--- src/tlt_pkg.sv ---
// Shared types, codes and constants of the timecode lock tracker.
// No dependencies; used by timecode_lock_tracker, tlt_in_stage, tlt_track and the testbench.
`default_nettype none

package tlt_pkg;

  typedef enum logic [1:0] {
    FUNC_TICK    = 2'd0,
    FUNC_FRAME   = 2'd1,
    FUNC_RESTART = 2'd2,
    FUNC_NONE    = 2'd3
  } func_t;

  typedef enum logic [1:0] {
    REG_OFFSET  = 2'd0,
    REG_LOCK    = 2'd1,
    REG_TIMEOUT = 2'd2
  } reg_index_t;

  localparam int unsigned CFG_DATA_W = 18;

  localparam logic signed [17:0] OFFSET_RESET  = 18'sd0;
  localparam logic [7:0]         LOCK_RESET    = 8'd3;
  localparam logic [15:0]        TIMEOUT_RESET = 16'd200;

  localparam logic [4:0] RATE_24 = 5'd24;
  localparam logic [4:0] RATE_25 = 5'd25;
  localparam logic [4:0] RATE_30 = 5'd30;

  localparam logic [4:0] ROLL_MIN   = 5'd23;
  localparam logic [4:0] THRESH_25  = 5'd24;
  localparam logic [4:0] THRESH_30  = 5'd28;

  localparam logic [26:0] MS_PER_HOUR = 27'd3600000;
  localparam logic [26:0] MS_PER_MIN  = 27'd60000;
  localparam logic [26:0] MS_PER_SEC  = 27'd1000;

  typedef struct packed {
    logic signed [17:0] offset_ms;
    logic [7:0]         lock_frames;
    logic [15:0]        timeout_ms;
  } cfg_t;

  typedef struct packed {
    func_t       func;
    logic [4:0]  frame_number;
    logic [26:0] hms_ms;
    logic [10:0] frac24;
    logic [10:0] frac25;
    logic [10:0] frac30;
  } item_t;

  // floor(y/3) for y below 4096, by reciprocal multiply
  function automatic logic [10:0] div3(input logic [11:0] y);
    logic [27:0] p;
    p = 28'(y) * 28'd21846;
    return p[26:16];
  endfunction

endpackage

`default_nettype wire

--- src/timecode_lock_tracker.sv ---
// Top level of the timecode lock tracker: configuration registers and the two stages.
// Depends on tlt_pkg, tlt_in_stage and tlt_track.
//
// Takes one request per clock (a 1 ms tick, a decoded timecode frame or a restart) and
// returns one result per request, passing through an input register that
// precomputes the frame's millisecond parts, then the state update and result register.
// Throughput is one request per cycle as long as results are taken; a waiting result
// holds the stages behind it. Configuration writes land at once and are meant for idle.
`default_nettype none

module timecode_lock_tracker (
  input  wire logic        clk,
  input  wire logic        rst,
  input  wire logic        cfg_we,
  input  wire logic [1:0]  cfg_index,
  input  wire logic [17:0] cfg_data,
  input  wire logic        in_valid,
  output logic             in_ready,
  input  wire logic [1:0]  func,
  input  wire logic [4:0]  hours,
  input  wire logic [5:0]  minutes,
  input  wire logic [5:0]  seconds,
  input  wire logic [4:0]  frame_number,
  output logic             out_valid,
  input  wire logic        out_ready,
  output logic             locked,
  output logic             lock_changed,
  output logic [31:0]      time_ms,
  output logic [4:0]       fps,
  output logic [26:0]      frame_ms
);

  tlt_pkg::cfg_t  cfg;
  tlt_pkg::item_t s1_item;
  logic           s1_valid;
  logic           advance;

  always_ff @(posedge clk) begin
    if (rst) begin
      cfg.offset_ms   <= tlt_pkg::OFFSET_RESET;
      cfg.lock_frames <= tlt_pkg::LOCK_RESET;
      cfg.timeout_ms  <= tlt_pkg::TIMEOUT_RESET;
    end else if (cfg_we) begin
      case (tlt_pkg::reg_index_t'(cfg_index))
        tlt_pkg::REG_OFFSET:  cfg.offset_ms   <= $signed(cfg_data);
        tlt_pkg::REG_LOCK:    cfg.lock_frames <= cfg_data[7:0];
        tlt_pkg::REG_TIMEOUT: cfg.timeout_ms  <= cfg_data[15:0];
        default: begin
        end
      endcase
    end
  end

  tlt_in_stage u_in (
    .clk          (clk),
    .rst          (rst),
    .in_valid     (in_valid),
    .in_ready     (in_ready),
    .func         (func),
    .hours        (hours),
    .minutes      (minutes),
    .seconds      (seconds),
    .frame_number (frame_number),
    .advance      (advance),
    .s1_valid     (s1_valid),
    .s1_item      (s1_item)
  );

  tlt_track u_track (
    .clk          (clk),
    .rst          (rst),
    .cfg          (cfg),
    .s1_valid     (s1_valid),
    .s1_item      (s1_item),
    .advance      (advance),
    .out_valid    (out_valid),
    .out_ready    (out_ready),
    .locked       (locked),
    .lock_changed (lock_changed),
    .time_ms      (time_ms),
    .fps          (fps),
    .frame_ms     (frame_ms)
  );

endmodule

`default_nettype wire

--- src/tlt_in_stage.sv ---
// Input register: takes a request and precomputes its millisecond parts.
// Depends on tlt_pkg.
`default_nettype none

module tlt_in_stage (
  input  wire logic          clk,
  input  wire logic          rst,
  input  wire logic          in_valid,
  output logic               in_ready,
  input  wire logic [1:0]    func,
  input  wire logic [4:0]    hours,
  input  wire logic [5:0]    minutes,
  input  wire logic [5:0]    seconds,
  input  wire logic [4:0]    frame_number,
  input  wire logic          advance,
  output logic               s1_valid,
  output tlt_pkg::item_t     s1_item
);

  tlt_pkg::item_t item_next;

  always_comb begin
    item_next.func         = tlt_pkg::func_t'(func);
    item_next.frame_number = frame_number;
    item_next.hms_ms       = 27'(27'(hours) * tlt_pkg::MS_PER_HOUR
                               + 27'(minutes) * tlt_pkg::MS_PER_MIN
                               + 27'(seconds) * tlt_pkg::MS_PER_SEC);
    item_next.frac24       = tlt_pkg::div3(12'(frame_number) * 12'd125);
    item_next.frac25       = 11'(frame_number) * 11'd40;
    item_next.frac30       = tlt_pkg::div3(12'(frame_number) * 12'd100);
  end

  assign in_ready = !s1_valid || advance;

  always_ff @(posedge clk) begin
    if (rst) begin
      s1_valid <= 1'b0;
    end else if (in_ready) begin
      s1_valid <= in_valid;
    end
  end

  always_ff @(posedge clk) begin
    if (in_valid && in_ready) begin
      s1_item <= item_next;
    end
  end

endmodule

`default_nettype wire

--- src/tlt_track.sv ---
// Lock, rate and elapsed-time state with the result register.
// Depends on tlt_pkg.
`default_nettype none

module tlt_track (
  input  wire logic           clk,
  input  wire logic           rst,
  input  wire tlt_pkg::cfg_t  cfg,
  input  wire logic           s1_valid,
  input  wire tlt_pkg::item_t s1_item,
  output logic                advance,
  output logic                out_valid,
  input  wire logic           out_ready,
  output logic                locked,
  output logic                lock_changed,
  output logic [31:0]         time_ms,
  output logic [4:0]          fps,
  output logic [26:0]         frame_ms
);

  logic        lock_flag, lock_flag_next;
  logic [7:0]  count, count_next;
  logic [4:0]  max_seen, max_seen_next;
  logic [4:0]  rate, rate_next;
  logic [26:0] last_time, last_time_next;
  logic [31:0] elapsed, elapsed_next;
  logic        running, running_next;
  logic        prev_locked;
  logic [10:0] frac;
  logic [31:0] elapsed_used;
  logic signed [34:0] t_sum;
  logic [31:0] time_next;

  assign advance = s1_valid && (!out_valid || out_ready);

  always_comb begin
    lock_flag_next = lock_flag;
    count_next     = count;
    max_seen_next  = max_seen;
    rate_next      = rate;
    last_time_next = last_time;
    elapsed_next   = elapsed;
    running_next   = running;
    frac           = s1_item.frac25;

    case (s1_item.func)
      tlt_pkg::FUNC_TICK: begin
        if (running && (elapsed != '1)) begin
          elapsed_next = elapsed + 32'd1;
        end
      end
      tlt_pkg::FUNC_FRAME: begin
        if ((s1_item.frame_number == 5'd0) && (max_seen >= tlt_pkg::ROLL_MIN)) begin
          if (max_seen >= tlt_pkg::THRESH_30) begin
            rate_next = tlt_pkg::RATE_30;
          end else if (max_seen >= tlt_pkg::THRESH_25) begin
            rate_next = tlt_pkg::RATE_25;
          end else begin
            rate_next = tlt_pkg::RATE_24;
          end
          max_seen_next = 5'd0;
        end else if (s1_item.frame_number > max_seen) begin
          max_seen_next = s1_item.frame_number;
        end
        case (rate_next)
          tlt_pkg::RATE_24: frac = s1_item.frac24;
          tlt_pkg::RATE_30: frac = s1_item.frac30;
          default:          frac = s1_item.frac25;
        endcase
        last_time_next = s1_item.hms_ms + 27'(frac);
        elapsed_next   = 32'd0;
        running_next   = 1'b1;
        if (count != 8'hFF) begin
          count_next = count + 8'd1;
        end
        if (count_next >= cfg.lock_frames) begin
          lock_flag_next = 1'b1;
        end
      end
      tlt_pkg::FUNC_RESTART: begin
        lock_flag_next = 1'b0;
        count_next     = 8'd0;
        max_seen_next  = 5'd0;
        rate_next      = tlt_pkg::RATE_25;
      end
      default: begin
      end
    endcase

    // drop lock once the flywheel runs out
    if (lock_flag_next && running_next
        && (elapsed_next > 32'(cfg.timeout_ms))) begin
      lock_flag_next = 1'b0;
      count_next     = 8'd0;
    end

    elapsed_used = running_next ? elapsed_next : 32'd0;
    t_sum = $signed({8'd0, last_time_next}) + $signed({3'd0, elapsed_used})
          + $signed({{17{cfg.offset_ms[17]}}, cfg.offset_ms});
    if (t_sum[34]) begin
      time_next = 32'd0;
    end else if (t_sum[33:32] != 2'd0) begin
      time_next = '1;
    end else begin
      time_next = t_sum[31:0];
    end
  end

  always_ff @(posedge clk) begin
    if (rst) begin
      lock_flag   <= 1'b0;
      count       <= 8'd0;
      max_seen    <= 5'd0;
      rate        <= tlt_pkg::RATE_25;
      last_time   <= 27'd0;
      elapsed     <= 32'd0;
      running     <= 1'b0;
      prev_locked <= 1'b0;
      out_valid   <= 1'b0;
    end else begin
      if (advance) begin
        lock_flag   <= lock_flag_next;
        count       <= count_next;
        max_seen    <= max_seen_next;
        rate        <= rate_next;
        last_time   <= last_time_next;
        elapsed     <= elapsed_next;
        running     <= running_next;
        prev_locked <= lock_flag_next;
        out_valid   <= 1'b1;
      end else if (out_ready) begin
        out_valid   <= 1'b0;
      end
    end
  end

  always_ff @(posedge clk) begin
    if (advance) begin
      locked       <= lock_flag_next;
      lock_changed <= lock_flag_next != prev_locked;
      time_ms      <= time_next;
      fps          <= rate_next;
      frame_ms     <= last_time_next;
    end
  end

endmodule

`default_nettype wire

--- config.mk ---
export PLATFORM = sky130hd
export DESIGN_NAME = timecode_lock_tracker
export DESIGN_NICKNAME = d
export VERILOG_FILES = /design/src/tlt_pkg.sv /design/src/timecode_lock_tracker.sv /design/src/tlt_in_stage.sv /design/src/tlt_track.sv
export SDC_FILE = /design/constraint.sdc
export NUM_CORES = 1
export LEC_CHECK = 0
export BUFFER_PORTS_ARGS = -buffer_cell sky130_fd_sc_hd__buf_4
export CAP_MARGIN = 20
export CORE_MARGIN = 2
export CORE_UTILIZATION = 30
export DETAILED_ROUTE_END_ITERATION = 7
export PLACE_DENSITY = 0.53
export RECOVER_POWER = 25
export SLEW_MARGIN = 10
export SYNTH_ARGS = -nofsm -noshare
export SYNTH_HDL_FRONTEND = slang
export SYNTH_HIERARCHICAL = 1
export SYNTH_SLANG_ARGS = --single-unit
--- constraint.sdc ---
create_clock -name clk -period 7.9 [get_ports clk]
set_clock_uncertainty 0.2 [all_clocks]
set_input_delay 1.185 -clock clk [delete_from_list [all_inputs] [get_ports clk]]
set_output_delay 1.185 -clock clk [all_outputs]
set_load 0.005 [all_outputs]
# After elaboration in Yosys (flattened, before gate mapping)
# Index checks and enable logic that the tools add are counted.
# word_totals
ff_bits	253
in_bits	49
out_inout_bits	68
elab_cells	101
# op_classes
add_sub_neg	7
n_mul	8
order_cmp	6
n_eq_ne	10
n_mux	25
reduce_logical	22
# ops
operator	n
32-bit two-way mux	3
32-bit one-hot mux with 2 select lines	1
34-bit by 18-bit adder with 35-bit output	1
27-bit by 32-bit adder with 33-bit output	1
32-bit by 1-bit adder with 32-bit output (second input constant)	1
32-bit by 16-bit greater-than comparator with 1-bit output	1
32-bit inequality test (second input constant)	1
27-bit by 11-bit adder with 27-bit output	1
27-bit by 16-bit adder with 27-bit output	1
27-bit by 22-bit adder with 27-bit output	1
27-bit two-way mux	1
12-bit by 14-bit multiplier with 26-bit output (second input constant)	1
5-bit two-way mux	5
10-bit by 14-bit multiplier with 24-bit output (second input constant)	1
8-bit two-way mux	3
11-bit one-hot mux with 2 select lines	1
5-bit by 15-bit multiplier with 20-bit output (second input constant)	1
5-bit one-hot mux with 2 select lines	2
6-bit by 11-bit multiplier with 17-bit output (second input constant)	1
8-bit one-hot mux with 2 select lines	1
5-bit greater-or-equal comparator (second input constant)	3
6-bit by 7-bit multiplier with 13-bit output (second input constant)	1
5-bit by 7-bit multiplier with 12-bit output (second input constant)	1
11-bit two-way mux	1
other kinds (22)	43

# Logic depth before layout (Yosys ltp)
# Gate-level depths: netlist of the first run.
# depth
word_depth	14
ltp_mapped	42
mapped_depth_nobuf	40

# Modules after synthesis
# Netlist of the first run, hierarchy kept.
# modules_own_cells
mod	n_inst	cells_each	area_per_inst_um2	seq_area_each_um2
tlt_in_stage	1	1171	11805.1	1791.7
tlt_track	1	1424	11785.1	3583.4
timecode_lock_tracker	1	166	1756.7	840.8

# Worst setup path after synthesis of the first run
# No wires, ideal clock.
# synth_timing
path_kind	input to register
from	in frame_number[2]
to	reg, netlist name u_in/s1_item[31]
setup_ns	0.257
arrival_ns	8.066
required_time_ns	7.443
slack_ns	-0.623
stages	33
n_path_buf	0
cell_sequence	fa_1 fa_1 inv_1 fa_1 inv_1 ha_1 inv_1 o21bai_1 a21oi_1 nor2_1 nor2_1 o21bai_1 a21oi_1 xnor2_1 ha_1 inv_1 fa_1 inv_1 fa_1 inv_1 fa_1 fa_1 inv_1 ha_1 a21o_1 a21oi_1 o21ai_0 a31oi_1 o21ai_1 a41o_1 o21ai_1 nand2b_1 xor2_1
# synth_lines
element	line_no	rtl
start, declared	timecode_lock_tracker.sv:23	input wire logic [4:0] frame_number,

# Final worst setup path of the first run
# layout_timing
from	reg, netlist name u_in/s1_item[61]
to	reg u_track.time_ms[29], data pin
# layout_via
elab_chain_cells	13
elab_cells_between_ends	14
cone_classes	add/sub: 3; eq/ne: 2; mux: 6; reduce/logical: 3
# layout_lines
element	line_no	rtl
5-bit zero test (*)	tlt_track.sv:53	if ((s1_item.frame_number == 5'd0) && (max_seen >= tlt_pkg::ROLL_MIN)) begin
1-bit logical AND (*)	tlt_track.sv:53	
5-bit two-way mux (*)	tlt_track.sv:53	
5-bit two-way mux (*)	tlt_track.sv:46	case (s1_item.func)
5-bit == test	tlt_track.sv:65	case (rate_next)
11-bit one-hot mux with 2 select lines (*)	tlt_track.sv:65	
11-bit two-way mux (*)	tlt_track.sv:46	
27-bit by 11-bit adder with 27-bit output (*)	tlt_track.sv:70	last_time_next = s1_item.hms_ms + 27'(frac);
27-bit two-way mux (*)	tlt_track.sv:46	
net u_track.last_time_next[13]	tlt_track.sv:25	logic [26:0] last_time, last_time_next;
27-bit by 32-bit adder with 33-bit output (*)	tlt_track.sv:98	t_sum = $signed({8'd0, last_time_next}) + $signed({3'd0, elapsed_used})
34-bit by 18-bit adder with 35-bit output (*)	tlt_track.sv:99	+ $signed({{17{cfg.offset_ms[17]}}, cfg.offset_ms});
2-bit nonzero test	tlt_track.sv:102	end else if (t_sum[33:32] != 2'd0) begin
32-bit two-way mux	tlt_track.sv:102	
end signal, assigned	tlt_track.sv:141	time_ms <= time_next;
end, declared	tlt_track.sv:16	output logic [31:0] time_ms,
# Mark *: on every way through the listed nets, which the timed path passes. The rest lies on a longest branch. The select of a mux whose other input is x is not followed.
# A chain may end at the register's enable or synchronous reset.

==> results of run 1 <==
## synth_stat cells, types with 7 or more instances
library cell / number
a31oi_1: 16
mux2_2: 17
buf_6: 7
dfxtp_1: 123
mux2i_1: 53
xor2_1: 62
a22oi_1: 11
o31ai_1: 8
or3_1: 10
o21ai_1: 14
nand3_1: 67
nand4_1: 25
a211oi_1: 44
nand2_1: 173
a21oi_2: 33
inv_1: 356
a21oi_1: 173
ha_1: 396
edfxtp_1: 125
o21ai_0: 51
and2_1: 25
o21ai_2: 7
o21bai_1: 27
buf_4: 8
nand3b_1: 8
clkbuf_1: 46
and3_1: 21
nor4_1: 7
a311oi_1: 9
buf_2: 12
nor3_1: 47
and4_1: 8
nor2b_1: 14
or2_2: 11
o211ai_1: 18
a21o_1: 49
nor2_1: 222
o21a_1: 21
xnor2_1: 114
fa_1: 134
nand2b_1: 80
## critical path, delay by kind of cell (launching register included)
family | cells | cell delay, ns
adder cells (fa/ha/maj) | 3 | 0.74
AO/OA/AOI/OAI | 18 | 3.28
flip-flops | 1 | 0.44
buffers and inverters | 7 | 1.13
XOR/XNOR | 2 | 0.45
AND/OR/NAND/NOR | 7 | 1.39
## repair_timing
| action | CTS | global route |
|---|---|---|
| resized for setup | 56 | 94 |
| pin swaps | 47 | 69 |
| setup buffers | 14 | 10 |
| setup endpoints to repair | 40 | 43 |
| cloned | 2 | 1 |
| hold endpoints to repair | 0 | 0 |
## routing by layer
metal	track usage (%)	part of all wire, %	vias up
li1	-	-	10400
met1	19.4	46	9473
met2	25.9	49	296
met3	1.58	3.4	63
met4	3.00	1.7	0
met5	0	0	-
## worst paths after layout
| path | startpoint | end | slack (ns) | cells after the start |
|---|---|---|---|---|
| setup reg to reg | u_in/s1_item[61] | u_track/time_ms[29] | 0.007 | 37 |
| hold / removal | u_track/last_time[6] | u_track/last_time[6] | 0.25 | 2 |
| hold reg to reg | u_track/last_time[6] | u_track/last_time[6] | 0.25 | 2 |
| setup / recovery | u_in/s1_item[61] | u_track/time_ms[29] | 0.007 | 37 |
## metrics by stage
step                setup TNS [ns]  hold WS (ns)
floorplan                    -1.25         0.234
global placement            -17.47         0.239
detailed placement          -21.88         0.244
CTS                        -0.0523         0.254
global route                -13.57         0.280
finish                           0         0.253
## layout make-up
class                   count  share of cell area [%]
clock buffers              30                    2.32
clock inverters            24                   0.540
inverters                 356                    4.25
multi-input cells        2085                    57.7
flip-flops and latches    248                    19.7
well taps                1134                    4.50
repair buffers            445                    10.9
## registers in the layout (all words and copies together), names as in the netlist, 5 cells and up
register,flops
u_track/elapsed,32
cfg,42
u_in/s1_item,59
u_track/time_ms,32
u_track/frame_ms,27
u_track/rate,5
u_track/last_time,27
u_track/fps,5
u_track/count,8
u_track/max_seen,5
## placed cells by master, fill, tap and decap left out, types with 25 or more instances in the layout
cell and instances:
a211oi_1 42, a21o_1 49, a21oi_1 148, a21oi_2 54
buf_4 414, clkbuf_16 31, dfxtp_1 123, edfxtp_1 125
fa_1 133, ha_1 375, inv_1 344, mux2i_1 52
nand2_1 169, nand2b_1 80, nand3_1 66, nand4_1 25
nor2_1 211, nor3_1 43, o21ai_0 41, o21bai_1 25
xnor2_1 108, xor2_1 60
## logic make-up after synthesis
family | Yosys count
buffers and inverters | 433
AOI/OAI and AO/OA | 557
adders and majority gates | 530
and+or+nand+nor | 746
DFF | 248
xor gates and xnor gates | 176
other | 1
muxes | 70
==> key figures, run 1 <==
Timing
  • Clock period minus final worst setup slack: 7.89 ns
  • FMAX: 0.127 GHz
  • Max-slew violations: 147
  • Tcrit/Tclk final: 99.9%
  • Worst slew pin tran: 2.26 ns
  • RSZ-0062 raised after global routing: true
  • PnR worst setup slack: 0.00686 ns
  • Setup violators final: 0
  • Hold Fails Final Rpt: 0
  • Slew headroom: -50.9%

Yosys
  • Mean Syn Cell Area: 9.18 um^2
  • Mapped Cells: 2761
  • Post-synth EDFFs: 125
  • Cell area after synthesis: 0.0253 mm^2
  • Synth top area share: 19.5%
  • Adder-Cell Fraction of Synth Area: 30.1%
  • Synth Area in XOR/XNOR: 6.08%
  • Register area share after synthesis: 24.5%
  • Synth area leaders: ha_1, edfxtp_1, fa_1, dfxtp_1, inv_1
  • Synth Area in Compound Gates: 15.2%
  • Post-Synth Simple-Gate Area: 14.4%
  • Unique masters post-synth: 95
  • Synth warn: 6
  • Post-synthesis mux area share: 2.85%
  • Synth async-reset ratio: 0%
  • Ys flop type: edfxtp_1
  • Area leader, netlist: ha_1
  • Combinational family with the most area after synthesis: adder cells
  • Synthesized flop and latch total: 248

Clock network
  • CTS tree: done
  • Max clock buf depth: 3
  • Clk root buf: clkbuf_16
  • H-tree depth: 1
  • Clk Latency, worst-skew pair: 0.58 ns
  • Worst-path clk slew: 0.06 ns
  • Cts hold-fix bufs: 0
  • CTS buffer count: 29
  • Clock sink total: 248

Critical path
  • Crit-path max FO: 8
  • Worst EP arrival: 7.99 ns
  • Slowest-stage cell, CP: a2111o_1
  • Worst Path Required: 8.00 ns
  • CP Class: reg2reg
  • Slowest cell delay on critical path: 0.47 ns
  • Crit. End Element: flop
  • Critical path startpoint category: flop

Global routing
  • Vias in the first global route: 19600
  • Overall Global Routing Usage: 14.7%
  • First-pass GRT wire length: 103000 um
  • Largest net degree at the start of global routing: 78
  • Grt ovf: 0
  • Antenna violations before repair: 0

Place
  • Dpl ws: -0.693 ns
  • RePlAce Congestion: 0.880
  • Placed Cells: 4242
  • Post-detail-place hpwl: 52500 um
  • DP Area: 0.0296 mm^2
  • Port Buffer Count: 116

Final layout
  • Layout Nets: 3744
  • Synth-to-Final Area Change: 24.3%
  • Number of diodes: 0
  • FILL cells: 8475
  • Area taken by multi-input logic gates: 0.0182 mm^2
  • Final Cell Area: 0.0315 mm^2
  • Post-layout util: 37.6%
  • FF+latch area: 0.00622 mm^2
  • Share of layout cells above drive strength 1: 22.2%
  • Non-Filler Instances: 4322

Floorplan
  • Die width: 295 um
  • Die ar.: 0.0868 mm^2
  • Initial Util: 30.3%
  • Chip height: 295 um
  • I/O pin cnt: 117
  • Row cnt: 106
  • Core area: 0.0837 mm^2

Outcome
  • Outcome: finished, violations left
  • Failing checks: max-capacitance violations, max-slew violations

Detailed routing
  • Final WL: 65200 um
  • Post-DR wirelength/cell: 15.1 um
  • DR iter-0 viols: 955
  • Avg Vias per Cell: 4.68
  • Drc violations: 0
  • Final ANT Viol Nets: 0
  • Drt pass-1 iters: 5
  • Vias: 20200

Flow run
  • Max-cap violations: 3

Min path
  • Hold Crit Class: reg2reg
Power of run 1 is not shown: default switching activity piles up to over one toggle a cycle in this logic, so the estimate is an artifact.
==> run 2: changes to the inputs <==
Settings changed: MAX_ROUTING_LAYER from default to met4.
==> run 2 against run 1 <==
  * The flow finishes with violations (max-capacitance violations, max-slew violations, negative setup slack)
  * Count of clock-buffer cells in the layout is the same
  * Hold slack is essentially flat
  * First-iteration DRC count shrank 7.5%
  * Global-route usage grew 0.43 points
  * Fmax shrank 0.56%
  * Critical endpoint unchanged
  * Largest cell class unchanged
  * Highest routed layer unchanged
==> key figures, run 2 (synthesized netlist as in run 1, its figures left out) <==
Clock network
  • Max clock buf depth: 3 (unchanged)
  • Clk root buf: clkbuf_16
  • CTS tree: done
  • H-tree depth: 1 (unchanged)
  • CTS buffer count: 29 (unchanged)
  • Worst-path clk slew: 0.06 ns (about the same)
  • Clock sink total: 248 (unchanged)
  • Clk Latency, worst-skew pair: 0.58 ns (about the same)
  • Cts hold-fix bufs: 0 (unchanged)

Global routing
  • Largest net degree at the start of global routing: 78 (unchanged)
  • First-pass GRT wire length: 103000 um (about the same)
  • Most Crowded Layer GR: met2
  • Met1 Use GR: 19.4% (about the same)
  • Antenna violations before repair: 0 (unchanged)
  • Grt ovf: 0 (unchanged)
  • Met2 Track Usage GR: 25.9% (about the same)
  • Vias in the first global route: 19600 (-0.061%)
  • Overall Global Routing Usage: 15.1% (+0.43 points)
  • Grt met3 use: 1.57% (-0.015 points)

Timing
  • FMAX: 0.126 GHz (-0.56%)
  • Setup violators final: 22 (+22)
  • Max-slew violations: 147 (unchanged)
  • Tcrit/Tclk final: 100% (+0.57 points)
  • Clock period minus final worst setup slack: 7.94 ns (+0.0448 ns)
  • RSZ-0062 raised after global routing: true
  • Final Hold Slack: 0.253 ns (-0.000379 ns)
  • Slew headroom: -50.6% (+0.36 points)
  • Hold Fails Final Rpt: 0 (unchanged)
  • PnR worst setup slack: -0.0379 ns (-0.0448 ns)
  • Worst slew pin tran: 2.26 ns (-0.00547 ns)

Min path
  • Hold Crit Class: reg2reg

Critical path
  • Crit. End Element: flop
  • Worst Path Required: 8.00 ns (about the same)
  • Slowest cell delay on critical path: 0.47 ns (about the same)
  • Slowest-stage cell, CP: a2111o_1
  • Crit-path max FO: 8 (unchanged)
  • CP Class: reg2reg
  • Worst EP arrival: 8.04 ns (+0.05 ns)
  • Cell mode on critical path: a21oi_2
  • Critical path startpoint category: flop

Final layout
  • Max reg flops: 59 (unchanged)
  • Top reg by flops: u_in/s1_item
  • Layout Nets: 3745 (+0.027%)
  • Share of layout cells above drive strength 1: 22.4% (+0.12 points)
  • Non-Filler Instances: 4323 (+0.023%)
  • Synth-to-Final Area Change: 24.4%
  • Largest regs: u_in/s1_item (59), cfg (42)
  • Number of diodes: 0 (unchanged)
  • FILL cells: 8473 (-0.024%)
  • Most frequent cells in the layout: buf_4, ha_1, inv_1
  • Most common cell after layout, fill and taps aside: buf_4

Floorplan
  • Die width: 295 um (unchanged)
  • Initial Util: 30.3% (unchanged)
  • Row cnt: 106 (unchanged)
  • I/O pin cnt: 117 (unchanged)
  • Core area: 0.0837 mm^2 (unchanged)
  • Die ar.: 0.0868 mm^2 (unchanged)
  • Chip height: 295 um (unchanged)

Detailed routing
  • Drt pass-1 iters: 5 (unchanged)
  • Avg Vias per Cell: 4.67 (-0.28%)
  • Post-DR wirelength/cell: 15.1 um (+0.13%)
  • Final WL: 65300 um (+0.15%)
  • Final ANT Viol Nets: 0 (unchanged)
  • Drc violations: 0 (unchanged)
  • DR iter-0 viols: 883 (-7.5%)
  • Vias: 20200 (-0.25%)

Outcome
  • Outcome: finished, violations left
  • Failing checks: max-capacitance violations, max-slew violations, negative setup slack

Flow run
  • Max-cap violations: 3 (unchanged)

Place
  • Post-detail-place hpwl: 52500 um (unchanged)
  • Placed Cells: 4242 (unchanged)
  • Port Buffer Count: 116 (unchanged)
  • RePlAce Congestion: 0.895 (+1.7%)
run 2: timing repair:
action	CTS	global route
resized for setup	56	98
pin swaps	47	86
buffers inserted	14	11
endpoints found under the setup margin	40	43
cloned	2	1
run 2: cell type report:
cell class	instances	area (um^2)	share of cell area, %
repair buffers	446	3460	11.0
flip-flops and latches	248	6220	19.7
clock inverters	24	170	0.540
well taps	1134	1420	4.50
clock buffers	30	729	2.31
inverters	356	1340	4.25
multi-input cells	2085	18200	57.7
run 2: critical path: cells and delay by family, from the launching register on:
kind            cells  cell delay, ns
compound gates     21            3.93
xor+xnor            2            0.32
fa+ha+maj           3            0.75
buf+inv             5            0.82
flops               1            0.44
simple gates        6            1.23
run 2: final timing paths:
| kind | depth (start not counted) | from | endpoint | slack [ns] |
|---|---|---|---|---|
| setup / recovery | 37 | u_in/s1_item[61] | u_track/time_ms[29] | -0.04 |
| hold / removal | 2 | u_track/last_time[6] | u_track/last_time[6] | 0.25 |
| setup reg to reg | 37 | u_in/s1_item[61] | u_track/time_ms[29] | -0.04 |
| hold reg to reg | 2 | u_track/last_time[6] | u_track/last_time[6] | 0.25 |
run 2: per-layer routing:
layer / part of all wire (%) / routed length, um
met5: 0 / 0
met1: 46 / 30200
met2: 49 / 31900
met3: 3.2 / 2100
met4: 1.8 / 1160
run 2: through the flow:
step	worst slack, ns	cell area [um^2]	setup TNS [ns]	utilization, %
final	-0.0379	31500	-0.516	37.7
after global routing	-0.450	31500	-15.46	37.7
after CTS	-0.0240	31000	-0.0523	37.0
after detailed placement	-0.693	29600	-21.88	35.4
after global placement	-0.620	29600	-17.47	35.4
after floorplan	-0.338	25400	-1.25	-
Power of run 2 is left out for the same reason.
